===== src/rtl/rfb_pkg.sv =====
// ----------------------------------------------------------------------------
// rfb_pkg
// Shared types, codes and helpers of the ring FIFO with batch operations.
// ----------------------------------------------------------------------------
package rfb_pkg;

  localparam int PTR_W = 6;
  localparam int CNT_W = 7;
  localparam int ELEM_W = 32;
  localparam int IN_TDATA_W = 40;
  localparam int OUT_TDATA_W = 56;
  localparam logic [CNT_W-1:0] QLEN_RESET = 7'd64;
  localparam logic [CNT_W-1:0] RUN_OFF_MAX = 7'd127;

  typedef enum logic [2:0] {
    MODE_PUSH       = 3'd0,
    MODE_POP        = 3'd1,
    MODE_PEEK       = 3'd2,
    MODE_PUSH_BATCH = 3'd3,
    MODE_POP_BATCH  = 3'd4,
    MODE_PEEK_BATCH = 3'd5,
    MODE_RESET      = 3'd6,
    MODE_OVERWRITE  = 3'd7
  } mode_t;

  typedef enum logic [1:0] {
    ST_OK    = 2'd0,
    ST_FULL  = 2'd1,
    ST_EMPTY = 2'd2
  } status_t;

  // slave-side tdata, lowest field at the bottom
  typedef struct packed {
    logic [0:0]        pad;
    logic [CNT_W-1:0]  count;
    logic [ELEM_W-1:0] element;
  } in_word_t;

  // master-side tdata, lowest field at the bottom
  typedef struct packed {
    logic [3:0]        pad;
    logic              index_valid;
    logic [PTR_W-1:0]  newest_index;
    logic [PTR_W-1:0]  first_index;
    logic [CNT_W-1:0]  occupancy;
    logic [ELEM_W-1:0] data_out;
  } out_word_t;

  // outcome of one operation, handed from the controller to the read sequencer
  typedef struct packed {
    status_t          status;
    logic [CNT_W-1:0] occupancy;
    logic [PTR_W-1:0] first_index;
    logic [PTR_W-1:0] newest_index;
    logic             index_valid;
    logic [CNT_W-1:0] nreads;
    logic [PTR_W-1:0] rd_base;
  } op_res_t;

  function automatic logic [PTR_W-1:0] wrap_inc(input logic [PTR_W-1:0] p,
                                                input logic [CNT_W-1:0] len);
    logic [CNT_W-1:0] s;
    s = {1'b0, p} + 7'd1;
    return (s == len) ? '0 : s[PTR_W-1:0];
  endfunction

  function automatic logic [CNT_W-1:0] occ_of(input logic [PTR_W-1:0] rp,
                                              input logic [PTR_W-1:0] wp,
                                              input logic             full,
                                              input logic [CNT_W-1:0] len);
    logic [CNT_W-1:0] d;
    d = {1'b0, wp} - {1'b0, rp};
    if (full) return len;
    if (wp >= rp) return d;
    return len + d;
  endfunction

endpackage


===== src/rtl/ring_fifo_with_batch_ops.sv =====
// ----------------------------------------------------------------------------
// ring_fifo_with_batch_ops
// Circular FIFO with single, batch, reset and overwrite operations.
//
// Slave stream carries one operation per transfer: tuser is the mode, tdata
// holds element and count, tlast closes a push-batch run. The master stream
// returns results: tuser is the status, tlast marks the last result of an
// operation, tdata holds read data, occupancy and the oldest/newest slots.
// cfg_* writes the queue length and empties the queue.
// Operations without a read give one result, registered in the cycle after
// the transfer; the next operation is taken in the cycle that result leaves.
// Pop, peek and the batch reads go through the slot RAM, one read per cycle
// unless a stalled output holds them; each read passes the RAM read register
// into the output register, and results stream one per cycle while m_tready
// holds. A new operation waits until the last read has reached the output
// register, so RAM reads never see a pending write. A stalled receiver holds
// the output register and the read pipeline; tready drops until it drains.
// Reset empties the queue and sets the length to 64; the RAM is not cleared.
// ----------------------------------------------------------------------------
module ring_fifo_with_batch_ops import rfb_pkg::*; #(
  parameter int DEPTH = 64,
  parameter int WIDTH = 32
) (
  input  logic                   clk,
  input  logic                   rst,
  input  logic                   s_tvalid,
  output logic                   s_tready,
  input  logic [IN_TDATA_W-1:0]  s_tdata,   // element[31:0], count[38:32]
  input  logic [2:0]             s_tuser,   // mode[2:0]
  input  logic                   s_tlast,
  output logic                   m_tvalid,
  input  logic                   m_tready,
  output logic [OUT_TDATA_W-1:0] m_tdata,   // data_out[31:0], occupancy[38:32],
                                            // first_index[44:39],
                                            // newest_index[50:45], index_valid[51]
  output logic [1:0]             m_tuser,   // status[1:0]
  output logic                   m_tlast,
  input  logic                   cfg_valid,
  output logic                   cfg_ready,
  input  logic [CNT_W-1:0]       cfg_data
);

  localparam int SW = (WIDTH < ELEM_W) ? WIDTH : ELEM_W;
  localparam int AW = (DEPTH > 1) ? $clog2(DEPTH) : 1;

  in_word_t          in_w;
  op_res_t           res;
  op_res_t           meta;
  logic [CNT_W-1:0]  len;
  logic              accept;
  logic              mem_we;
  logic [PTR_W-1:0]  mem_waddr;
  logic [ELEM_W-1:0] mem_wdata;
  logic              rd_en;
  logic [PTR_W-1:0]  rd_addr;
  logic [SW-1:0]     rdata;
  logic [CNT_W-1:0]  rd_left, rd_left_next;
  logic [PTR_W-1:0]  rd_ptr, rd_ptr_next;
  logic              pend, pend_last;
  logic              out_free;
  logic              load_rd, load_st;
  out_word_t         out_q;
  status_t           out_st;
  logic              out_last;

  assign in_w      = in_word_t'(s_tdata);
  assign out_free  = !m_tvalid || m_tready;
  assign s_tready  = (rd_left == '0) && !pend && out_free;
  assign accept    = s_tvalid && s_tready;
  assign cfg_ready = 1'b1;

  rfb_queue_ctrl #(.DEPTH(DEPTH)) u_ctrl (
    .clk      (clk),
    .rst      (rst),
    .cfg_we   (cfg_valid),
    .cfg_len  (cfg_data),
    .op_valid (accept),
    .mode     (mode_t'(s_tuser)),
    .element  (in_w.element),
    .count    (in_w.count),
    .run_last (s_tlast),
    .res      (res),
    .len      (len),
    .mem_we   (mem_we),
    .mem_waddr(mem_waddr),
    .mem_wdata(mem_wdata)
  );

  // first read goes out in the transfer cycle, the rest follow one per cycle unless a stalled output holds them
  always_comb begin
    rd_left_next = rd_left;
    rd_ptr_next  = rd_ptr;
    rd_en        = 1'b0;
    rd_addr      = rd_ptr;
    if (accept && res.nreads != '0) begin
      rd_en        = 1'b1;
      rd_addr      = res.rd_base;
      rd_left_next = res.nreads - 7'd1;
      rd_ptr_next  = wrap_inc(res.rd_base, len);
    end else if (rd_left != '0 && (!pend || out_free)) begin
      rd_en        = 1'b1;
      rd_left_next = rd_left - 7'd1;
      rd_ptr_next  = wrap_inc(rd_ptr, len);
    end
  end

  // only an accepted transfer may write; a waiting one must not touch slots
  rfb_slot_ram #(.DEPTH(DEPTH), .SW(SW), .AW(AW)) u_ram (
    .clk  (clk),
    .we   (mem_we && accept),
    .waddr(mem_waddr[AW-1:0]),
    .wdata(mem_wdata[SW-1:0]),
    .re   (rd_en),
    .raddr(rd_addr[AW-1:0]),
    .rdata(rdata)
  );

  assign load_rd = pend && out_free;
  assign load_st = accept && res.nreads == '0;

  always_ff @(posedge clk) begin
    if (rst) begin
      rd_left   <= '0;
      rd_ptr    <= '0;
      pend      <= 1'b0;
      pend_last <= 1'b0;
      m_tvalid  <= 1'b0;
    end else begin
      rd_left <= rd_left_next;
      rd_ptr  <= rd_ptr_next;
      if (rd_en) begin
        pend      <= 1'b1;
        pend_last <= (rd_left_next == '0);
      end else if (load_rd) begin
        pend <= 1'b0;
      end
      if (load_rd || load_st) m_tvalid <= 1'b1;
      else if (m_tready) m_tvalid <= 1'b0;
    end
  end

  always_ff @(posedge clk) begin
    if (accept) begin
      meta <= res;
    end
    if (load_rd) begin
      out_q.pad          <= '0;
      out_q.index_valid  <= meta.index_valid;
      out_q.newest_index <= meta.newest_index;
      out_q.first_index  <= meta.first_index;
      out_q.occupancy    <= meta.occupancy;
      out_q.data_out     <= ELEM_W'(rdata);
      out_st             <= meta.status;
      out_last           <= pend_last;
    end else if (load_st) begin
      out_q.pad          <= '0;
      out_q.index_valid  <= res.index_valid;
      out_q.newest_index <= res.newest_index;
      out_q.first_index  <= res.first_index;
      out_q.occupancy    <= res.occupancy;
      out_q.data_out     <= '0;
      out_st             <= res.status;
      out_last           <= 1'b1;
    end
  end

  assign m_tdata = out_q;
  assign m_tuser = out_st;
  assign m_tlast = out_last;

  a_read_lands: assert property (@(posedge clk) disable iff (rst)
    (accept && res.nreads != '0) |=> pend)
    else $error("read issued on transfer left no pending data");

  a_occ_bound: assert property (@(posedge clk) disable iff (rst)
    m_tvalid |-> (out_q.occupancy <= len))
    else $error("reported occupancy exceeds queue length");

  a_idx_valid: assert property (@(posedge clk) disable iff (rst)
    m_tvalid |-> (out_q.index_valid == (out_q.occupancy != '0)))
    else $error("index_valid disagrees with occupancy");

  a_no_overlap: assert property (@(posedge clk) disable iff (rst)
    (rd_left != '0) |-> !accept)
    else $error("operation taken while batch reads remain");

endmodule


===== src/rtl/rfb_slot_ram.sv =====
// ----------------------------------------------------------------------------
// rfb_slot_ram
// Element store: one write port, one read port, registered read data.
// ----------------------------------------------------------------------------
module rfb_slot_ram #(
  parameter int DEPTH = 64,
  parameter int SW    = 32,
  parameter int AW    = 6
) (
  input  logic          clk,
  input  logic          we,
  input  logic [AW-1:0] waddr,
  input  logic [SW-1:0] wdata,
  input  logic          re,
  input  logic [AW-1:0] raddr,
  output logic [SW-1:0] rdata
);

  logic [SW-1:0] mem [DEPTH];

  always_ff @(posedge clk) begin
    if (we) begin
      mem[waddr] <= wdata;
    end
  end

  // read data holds until the next read
  always_ff @(posedge clk) begin
    if (re) begin
      rdata <= mem[raddr];
    end
  end

endmodule


===== src/rtl/rfb_queue_ctrl.sv =====
// ----------------------------------------------------------------------------
// rfb_queue_ctrl
// Pointer, full mark and push-run state; decodes one operation per transfer.
// ----------------------------------------------------------------------------
module rfb_queue_ctrl import rfb_pkg::*; #(
  parameter int DEPTH = 64
) (
  input  logic              clk,
  input  logic              rst,
  input  logic              cfg_we,
  input  logic [CNT_W-1:0]  cfg_len,
  input  logic              op_valid,
  input  mode_t             mode,
  input  logic [ELEM_W-1:0] element,
  input  logic [CNT_W-1:0]  count,
  input  logic              run_last,
  output op_res_t           res,
  output logic [CNT_W-1:0]  len,
  output logic              mem_we,
  output logic [PTR_W-1:0]  mem_waddr,
  output logic [ELEM_W-1:0] mem_wdata
);

  localparam logic [CNT_W-1:0] LEN_MAX = CNT_W'(DEPTH);

  logic [PTR_W-1:0] rp, rp_next;
  logic [PTR_W-1:0] wp, wp_next;
  logic             full, full_next;
  logic             run_open, run_open_next;
  logic             run_acc, run_acc_next;
  logic [CNT_W-1:0] run_off, run_off_next;
  logic [CNT_W-1:0] qlen;
  logic [CNT_W-1:0] occ, occ_next;
  logic [CNT_W-1:0] rp_sum;
  logic             acc_e;
  logic [CNT_W-1:0] off_e;

  always_comb begin
    if (qlen == '0) len = 7'd1;
    else if (qlen > LEN_MAX) len = LEN_MAX;
    else len = qlen;
  end

  assign occ    = occ_of(rp, wp, full, len);
  assign rp_sum = {1'b0, rp} + count;

  always_comb begin
    rp_next       = rp;
    wp_next       = wp;
    full_next     = full;
    run_open_next = (mode == MODE_PUSH_BATCH) ? run_open : 1'b0;
    run_acc_next  = run_acc;
    run_off_next  = run_off;
    acc_e         = run_acc;
    off_e         = run_off;
    mem_we        = 1'b0;
    mem_waddr     = wp;
    mem_wdata     = element;
    res.status    = ST_OK;
    res.nreads    = '0;
    res.rd_base   = rp;
    unique case (mode)
      MODE_PUSH: begin
        if (full) begin
          res.status = ST_FULL;
        end else begin
          mem_we    = 1'b1;
          wp_next   = wrap_inc(wp, len);
          full_next = (wrap_inc(wp, len) == rp);
        end
      end
      MODE_POP, MODE_PEEK: begin
        if (occ == '0) begin
          res.status = ST_EMPTY;
        end else begin
          res.nreads = 7'd1;
          if (mode == MODE_POP) begin
            rp_next   = wrap_inc(rp, len);
            full_next = 1'b0;
          end
        end
      end
      MODE_PUSH_BATCH: begin
        // a zero-count item outside a run is a no-op
        if (run_open || count != '0) begin
          if (!run_open) begin
            acc_e = (len - occ) >= count;
            off_e = '0;
          end
          run_acc_next = acc_e;
          if (acc_e && off_e < count && !full) begin
            mem_we    = 1'b1;
            wp_next   = wrap_inc(wp, len);
            full_next = (wrap_inc(wp, len) == rp);
          end else begin
            res.status = ST_FULL;
          end
          run_off_next  = (off_e < RUN_OFF_MAX) ? off_e + 7'd1 : off_e;
          run_open_next = !run_last;
        end
      end
      MODE_POP_BATCH, MODE_PEEK_BATCH: begin
        if (occ < count) begin
          res.status = ST_EMPTY;
        end else if (count != '0) begin
          res.nreads = count;
          if (mode == MODE_POP_BATCH) begin
            rp_next   = (rp_sum >= len) ? PTR_W'(rp_sum - len) : rp_sum[PTR_W-1:0];
            full_next = 1'b0;
          end
        end
      end
      MODE_RESET: begin
        rp_next   = '0;
        wp_next   = '0;
        full_next = 1'b0;
      end
      MODE_OVERWRITE: begin
        mem_we    = 1'b1;
        mem_waddr = '0;
        rp_next   = '0;
        wp_next   = wrap_inc('0, len);
        full_next = (len == 7'd1);
      end
      default: begin
        res.status = ST_OK;
      end
    endcase
    occ_next         = occ_of(rp_next, wp_next, full_next, len);
    res.occupancy    = occ_next;
    res.index_valid  = (occ_next != '0);
    res.first_index  = res.index_valid ? rp_next : '0;
    res.newest_index = !res.index_valid ? '0 :
                       (wp_next == '0) ? PTR_W'(len - 7'd1) : wp_next - 6'd1;
  end

  always_ff @(posedge clk) begin
    if (rst) begin
      rp       <= '0;
      wp       <= '0;
      full     <= 1'b0;
      run_open <= 1'b0;
      run_acc  <= 1'b0;
      run_off  <= '0;
      qlen     <= QLEN_RESET;
    end else if (cfg_we) begin
      qlen     <= cfg_len;
      rp       <= '0;
      wp       <= '0;
      full     <= 1'b0;
      run_open <= 1'b0;
    end else if (op_valid) begin
      rp       <= rp_next;
      wp       <= wp_next;
      full     <= full_next;
      run_open <= run_open_next;
      run_acc  <= run_acc_next;
      run_off  <= run_off_next;
    end
  end

endmodule


===== config.mk =====
export PLATFORM = sky130hd
export DESIGN_NAME = ring_fifo_with_batch_ops
export DESIGN_NICKNAME = d
export VERILOG_FILES = /design/src/rtl/rfb_pkg.sv /design/src/rtl/ring_fifo_with_batch_ops.sv /design/src/rtl/rfb_slot_ram.sv /design/src/rtl/rfb_queue_ctrl.sv
export SDC_FILE = /design/constraint.sdc
export NUM_CORES = 2
export LEC_CHECK = 0
export CAP_MARGIN = 20
export CORE_ASPECT_RATIO = 1.4
export CORE_MARGIN = 1.5
export CORE_UTILIZATION = 46
export DETAILED_ROUTE_END_ITERATION = 6
export DONT_BUFFER_PORTS = 1
export GPL_ROUTABILITY_DRIVEN = 0
export PLACE_DENSITY_LB_ADDON = 0.1
export SLEW_MARGIN = 20
export SYNTH_ARGS = -nofsm -noshare
export SYNTH_HDL_FRONTEND = slang
export SYNTH_SLANG_ARGS = --single-unit

===== constraint.sdc =====
create_clock -name clk -period 9.05 [get_ports clk]
set_input_delay 0.905 -clock clk [delete_from_list [all_inputs] [get_ports clk]]
set_output_delay 0.905 -clock clk [all_outputs]
set_load 0.03 [all_outputs]

## After elaboration in Yosys (flattened, before gate mapping)

Memory sizes are Yosys's and may differ from the RTL's. A register that Yosys moved wholly into a read port is not among the register bits.
Cells that the tools add are included.

- Add/subtract/negate cells: 15
- $lt $le $gt $ge: 8
- Equal/unequal tests: 13
- Muxes and demuxes: 87
- Bitwise gates (word level): 1
- Reduce and logical (&&, ||, !) cells: 38

Operators with widths:

| kind | count |
|---|---|
| two-way mux 7 bit | 18 |
| two-way mux 6 bit | 19 |
| two-way mux 52 bit | 2 |
| two-way mux 1 bit | 37 |
| zero test 7 bit | 5 |
| nonzero test 7 bit | 4 |
| case mux 6 bit (4 select lines) | 1 |
| adder 6 x 1 -> 7 bit, second input constant | 3 |
| equality test 7 bit | 3 |
| case mux 6 bit (3 select lines) | 1 |
| adder 7 bit | 2 |
| >= comparator 7 bit | 2 |
| < comparator 7 bit | 2 |
| case mux 7 bit (2 select lines) | 1 |
| subtractor 6 x 6 -> 7 bit | 2 |
| subtractor 7 x 1 -> 7 bit, second input constant | 2 |
| equality test 3 bit, second input constant | 4 |
| >= comparator 6 bit | 2 |
| subtractor 6 x 1 -> 6 bit, second input constant | 2 |
| logical AND 1 bit | 10 |
| two-way mux 2 bit | 5 |
| case mux 2 bit (4 select lines) | 1 |
| nonzero test 2 bit | 4 |
| OR reduction 2 bit | 4 |
| 19 further kinds | 26 |

- Flip-flop bits (word level): 122
- RAM bits: 2048
- Input port bits: 56
- Output and inout port bits: 62
- Word-level logic and storage cells: 187
- Memories kept: 1

Memory list:

| memory | words | width | rd ports | clocked after memory_dff | write ports | RTL line | RTL |
|---|---|---|---|---|---|---|---|
| u_ram.mem | 64 | 32 | 1 | 1 | 1 | rfb_slot_ram.sv:19 | `logic [SW-1:0] mem [DEPTH];` |

## Depth between registers and ports, before layout

- Word-level depth: 26
- Depth in mapped cells: 43
- Mapped depth without buffers: 42

## Cells and area by module

Synthesis repeated with hierarchy kept, for this count alone.

- Cell total of the unflattened synthesis: 4468
- Area total of the unflattened synthesis: 89011.6 um^2

By module, submodules not included:

| module | instances | cells each | area an instance (um^2) |
|---|---|---|---|
| rfb_slot_ram | 1 | 3324 | 78840.6 |
| rfb_queue_ctrl | 1 | 787 | 5783.0 |
| ring_fifo_with_batch_ops | 1 | 357 | 4388.0 |

## Worst setup path after synthesis

No wires, ideal clock.

- Path kind: reg2reg
- From: register u_ctrl.wp[0]
- To: register out_q, in the netlist m_tdata[50], data pin
- Setup time: 0.269 ns
- Arrival time: 8.059 ns
- Setup slack: 0.723 ns
- Stages on the path, launching flop included: 43
- Path buffers: 4
- Path through: dfxtp_1 > clkbuf_1 > inv_1 > ha_1 > inv_1 > fa_1 > ha_1 > a21o_1 > a21oi_1 > xnor2_1 > nor3_1 > o31ai_1 > ha_1 > inv_1 > o21bai_1 > a21o_1 > a21oi_1 > xor2_1 > [7 not listed] > o21ba_2 > clkbuf_1 > ha_1 > o21ai_0 > nand2b_1 > xor2_1 > ha_1 > inv_1 > o21bai_1 > a21o_1 > a21oi_1 > xnor2_1 > nand2_1 > xnor2_1 > nand4_1 > nor2_1 > clkbuf_1 > o31ai_1

- Longest elaborated chain between the ends: 24
- Elaborated cells on any way between the ends: 50
- Those cells by class: add/sub (7); order compare (4); eq/ne (2); mux (32); reduce/logical (5)

Ends and longest elaborated chain:

| element | RTL line | RTL |
|---|---|---|
| from (decl) | rfb_queue_ctrl.sv:27 | `logic [PTR_W-1:0] wp, wp_next;` |
| from (signal assigned) | rfb_queue_ctrl.sv:154 | `wp <= wp_next;` |
| branches (longest 14 deep; another with subtractor 6 x 6 -> 7 bit) | -- |  |
| case mux 6 bit (4 select lines) (*) | rfb_queue_ctrl.sv:62 | `unique case (mode)` |
| net u_ctrl.wp_next[2] | rfb_queue_ctrl.sv:27 |  |
| branches (longest 6 deep; another with subtractor 6 x 6 -> 7 bit) | -- |  |
| two-way mux 6 bit (*) | rfb_queue_ctrl.sv:133 | `res.newest_index = !res.index_valid ? '0 :` |
| two-way mux 52 bit (*) | ring_fifo_with_batch_ops.sv:155 | `end else if (load_st) begin` |
| two-way mux 52 bit (*) | ring_fifo_with_batch_ops.sv:146 | `if (load_rd) begin` |
| to (decl) | ring_fifo_with_batch_ops.sv:62 | `out_word_t out_q;` |

Mark *: on every way through the listed nets, which the timed path passes. The select of a mux whose other input is x is not followed.
A chain may end at the register's enable or synchronous reset.

## Final worst setup path

- From: register u_ctrl.rp[1]
- To: register u_ram.rdata[2], read port of u_ram.mem, data pin

- Longest elaborated chain between the ends: 11
- Elaborated cells on any way between the ends: 17
- Those cells by class: add/sub (2); order compare (2); mux (10); reduce/logical (3)

Ends and longest elaborated chain:

| element | RTL line | RTL |
|---|---|---|
| from (decl) | rfb_queue_ctrl.sv:26 | `logic [PTR_W-1:0] rp, rp_next;` |
| from (signal assigned) | rfb_queue_ctrl.sv:153 | `rp <= rp_next;` |
| branches (longest 11 deep; another with subtractor 6 x 6 -> 7 bit) | -- |  |
| to (decl) | rfb_slot_ram.sv:16 | `output logic [SW-1:0] rdata` |

Several ways; the timed one is not identified. The select of a mux whose other input is x is not followed.

==> flow_metrics.tcl <==
set metrics [dict create \
    dieArea_um2 202000 \
    p_leak_nw 34.7 \
    cts_buffers 218 \
    slowest_delay_ns 0.83 \
    fin_tns_setup_ns 0 \
    crit_slowest_cell "nor2_4" \
    end_kind "flop" \
    status "completed" \
    finalNonFillerCells 9669 \
    ys.flop_type "edfxtp_1" \
    period_minus_slack_ns 8.68 \
    slew_headroom_pct 24.0 \
    ys_warn_count 0 \
    clk_pin_slew_ns 0.07 \
    dp_hpwl_um 173000 \
    powerDensity_nw_per_um2 312 \
    grt_pass1_wl_um 415000 \
    cp-start-kind "flop" \
    path_class "reg2reg" \
    avgSynthCellArea_um2 13.5 \
    routed_via_density 6.09 \
    drc 0 \
    async_reset_ff_share_pct 0 \
    synth-seq-area-share_pct 71.7 \
    clockBufferDepth 4 \
    synthTopCellsByArea "edfxtp_1 71%, nand2_1 5.4%, nand3_1 3.0%" \
    cts.sinks 2202 \
    wl_per_cell_um 30.3 \
    hold_ws_ns 0.111 \
    area_delta_synth_final_pct 12.8 \
    fin_util_pct 52.2 \
    finalSetupViolCount 0 \
    ys_types 96 \
    drt_wl_total_um 293000 \
    cts_tree "done" \
    fmax_ghz 0.115 \
    drv_slew 0 \
    ios 118 \
    firstDrtPassIters 6 \
    power.total_mw 32.2 \
    crit_path_max_fanout 28 \
    place_inst 9273 \
    hold_viol 0 \
    htreeDepth 4 \
    arrival_ns 9.39 \
    grt_pass1_vias 56895 \
    fin_nets 6994 \
    die_x_um 380 \
    ys_seq_elements 2202 \
    fin_skew_ns 0.0694 \
    worst_pin_slew_ns 1.13 \
    ant_nets 0 \
    drtIter0Drc 6131 \
    port-buffer-count 0 \
    rsz0062_at_grt "false" \
    synth_cells 6772 \
    syn_area_um2 91600 \
    cts_root_buf "clkbuf_16" \
    post-route-period-util_pct 95.9 \
    fp.coreArea_um2 198000 \
    cts_setup_buffers 0 \
    max_cap_violations 0 \
    required_ns 9.77 \
    detailroute.via_count 58843 \
    grt_start_max_net_pins 117 \
    cp_common_cell "ha_1" \
    synth_top_area_share_pct 70.7 \
    hold_class "in2reg" \
    final_layout_size_suffix_gt1_share_pct 11.4 \
    clk_latency_ns 0.88 \
    antenna_found_initial 16 \
    overflow 0 \
    synth-edff-count 2157 \
    grt_use_total_pct 28.5 \
    yosys.area.top_type "edfxtp_1" \
    start_util_pct 46.3 \
    die_y_um 531 \
    ir_drop_mv 0.327 \
    num_rows 193 \
]
timing repair:
action / CTS / global route
resized for setup: 0 / 9
setup endpoints to repair: 0 / 53
hold buffers: 0 / 0
cell usage in the layout (no fill, tap or decap), types with 47 or more instances in the layout:
cell type	n
mux2i_1	227
a22oi_1	65
nor2_4	70
and3_1	198
a21oi_1	194
o22ai_1	47
ha_1	69
a311oi_1	58
a31oi_1	170
clkbuf_16	220
o21ai_0	67
xnor2_1	50
buf_4	269
clkbuf_1	50
a211oi_1	210
and2_1	48
edfxtp_1	2157
nor3_1	52
nand2_1	1312
buf_12	54
nor2_1	129
inv_1	73
nand3_1	544
path summary, 6_finish.rpt:
check,start,end,slack [ns],cells after the start
worst max-delay path,u_ctrl.rp[1],u_ram.rdata[2],0.37,30
worst min-delay path,rst,u_ctrl.qlen[1],0.11,1
worst max register to register,u_ctrl.rp[1],u_ram.rdata[2],0.37,30
worst min register to register,u_ctrl.run_acc,u_ctrl.run_acc,0.47,2
power by group:
part / total (mW) / internal (mW) / switching, mW
Combinational: 11.3 / 3.83 / 7.47
Sequential: 12.1 / 11.7 / 0.467
Clock: 8.78 / 4.90 / 3.88
Total: 32.2 / 20.4 / 11.8
per-stage QoR:
| step | cell area (µm²) | setup slack [ns] |
|---|---|---|
| 2_1_floorplan | 91600 | 0.723 |
| 3_3_place_gp | 96600 | 0.229 |
| 3_5_place_dp | 96600 | 0.109 |
| 4_1_cts | 103000 | 0.0688 |
| 5_1_grt | 103000 | 0.00780 |
| 6_report | 103000 | 0.375 |
cell type report:
type / count / area [µm²]
inverters: 74 / 280
fillers: 16545 / 94400
clock inverters: 115 / 992
repair buffers: 323 / 3100
diodes: 10 / 25.0
well taps: 2632 / 3290
multi-input cells: 4043 / 24300
clock buffers: 270 / 5690
flip-flops and latches: 2202 / 65700
worst max-delay path, delay by kind of cell, from the launching register on:
family          cells  cell delay (ns)
mux                 1             0.63
buf+inv             2             0.51
simple gates       12             2.82
fa+ha+maj           4             1.22
flops               1             0.31
compound gates     11             2.98
Yosys cell counts (69+ instances only):
cell,n
a211oi_1,210
a21oi_1,195
mux2i_1,233
inv_1,74
buf_2,156
nor2_1,198
and3_1,198
a31oi_1,171
clkbuf_1,220
ha_1,69
nand3_1,544
o21ai_0,70
nand2_1,1314
edfxtp_1,2157
logic make-up (layout without fill, tap and decap cells):
logic type	Yosys count	count (layout)	share of synthesized area, %
AND/OR/NAND/NOR	2515	2516	12.3
flip-flops	2202	2202	71.7
AO/OA/AOI/OAI	1096	1096	8.41
buffers and inverters	531	782	2.64
multiplexers	283	283	3.19
adder cells (fa/ha/maj)	76	76	1.10
XOR/XNOR	67	67	0.640
other	2	15	0.00820
sequential cells by signal, indices dropped and copies added (netlist names), 7 cells and up:
name,cells
m_tdata,52
meta,22
rd_left,7
u_ctrl.qlen,7
u_ctrl.run_off,7
u_ram.mem,2048
u_ram.rdata,32
per-layer routing:
layer	vias up	wire length (µm)	track usage, %
li1	25869	-	-
met1	30059	114000	36.0
met2	2365	147000	49.3
met3	546	20000	3.95
met4	4	12400	11.7
met5	-	27	0
(Power assumes the default switching activity.)
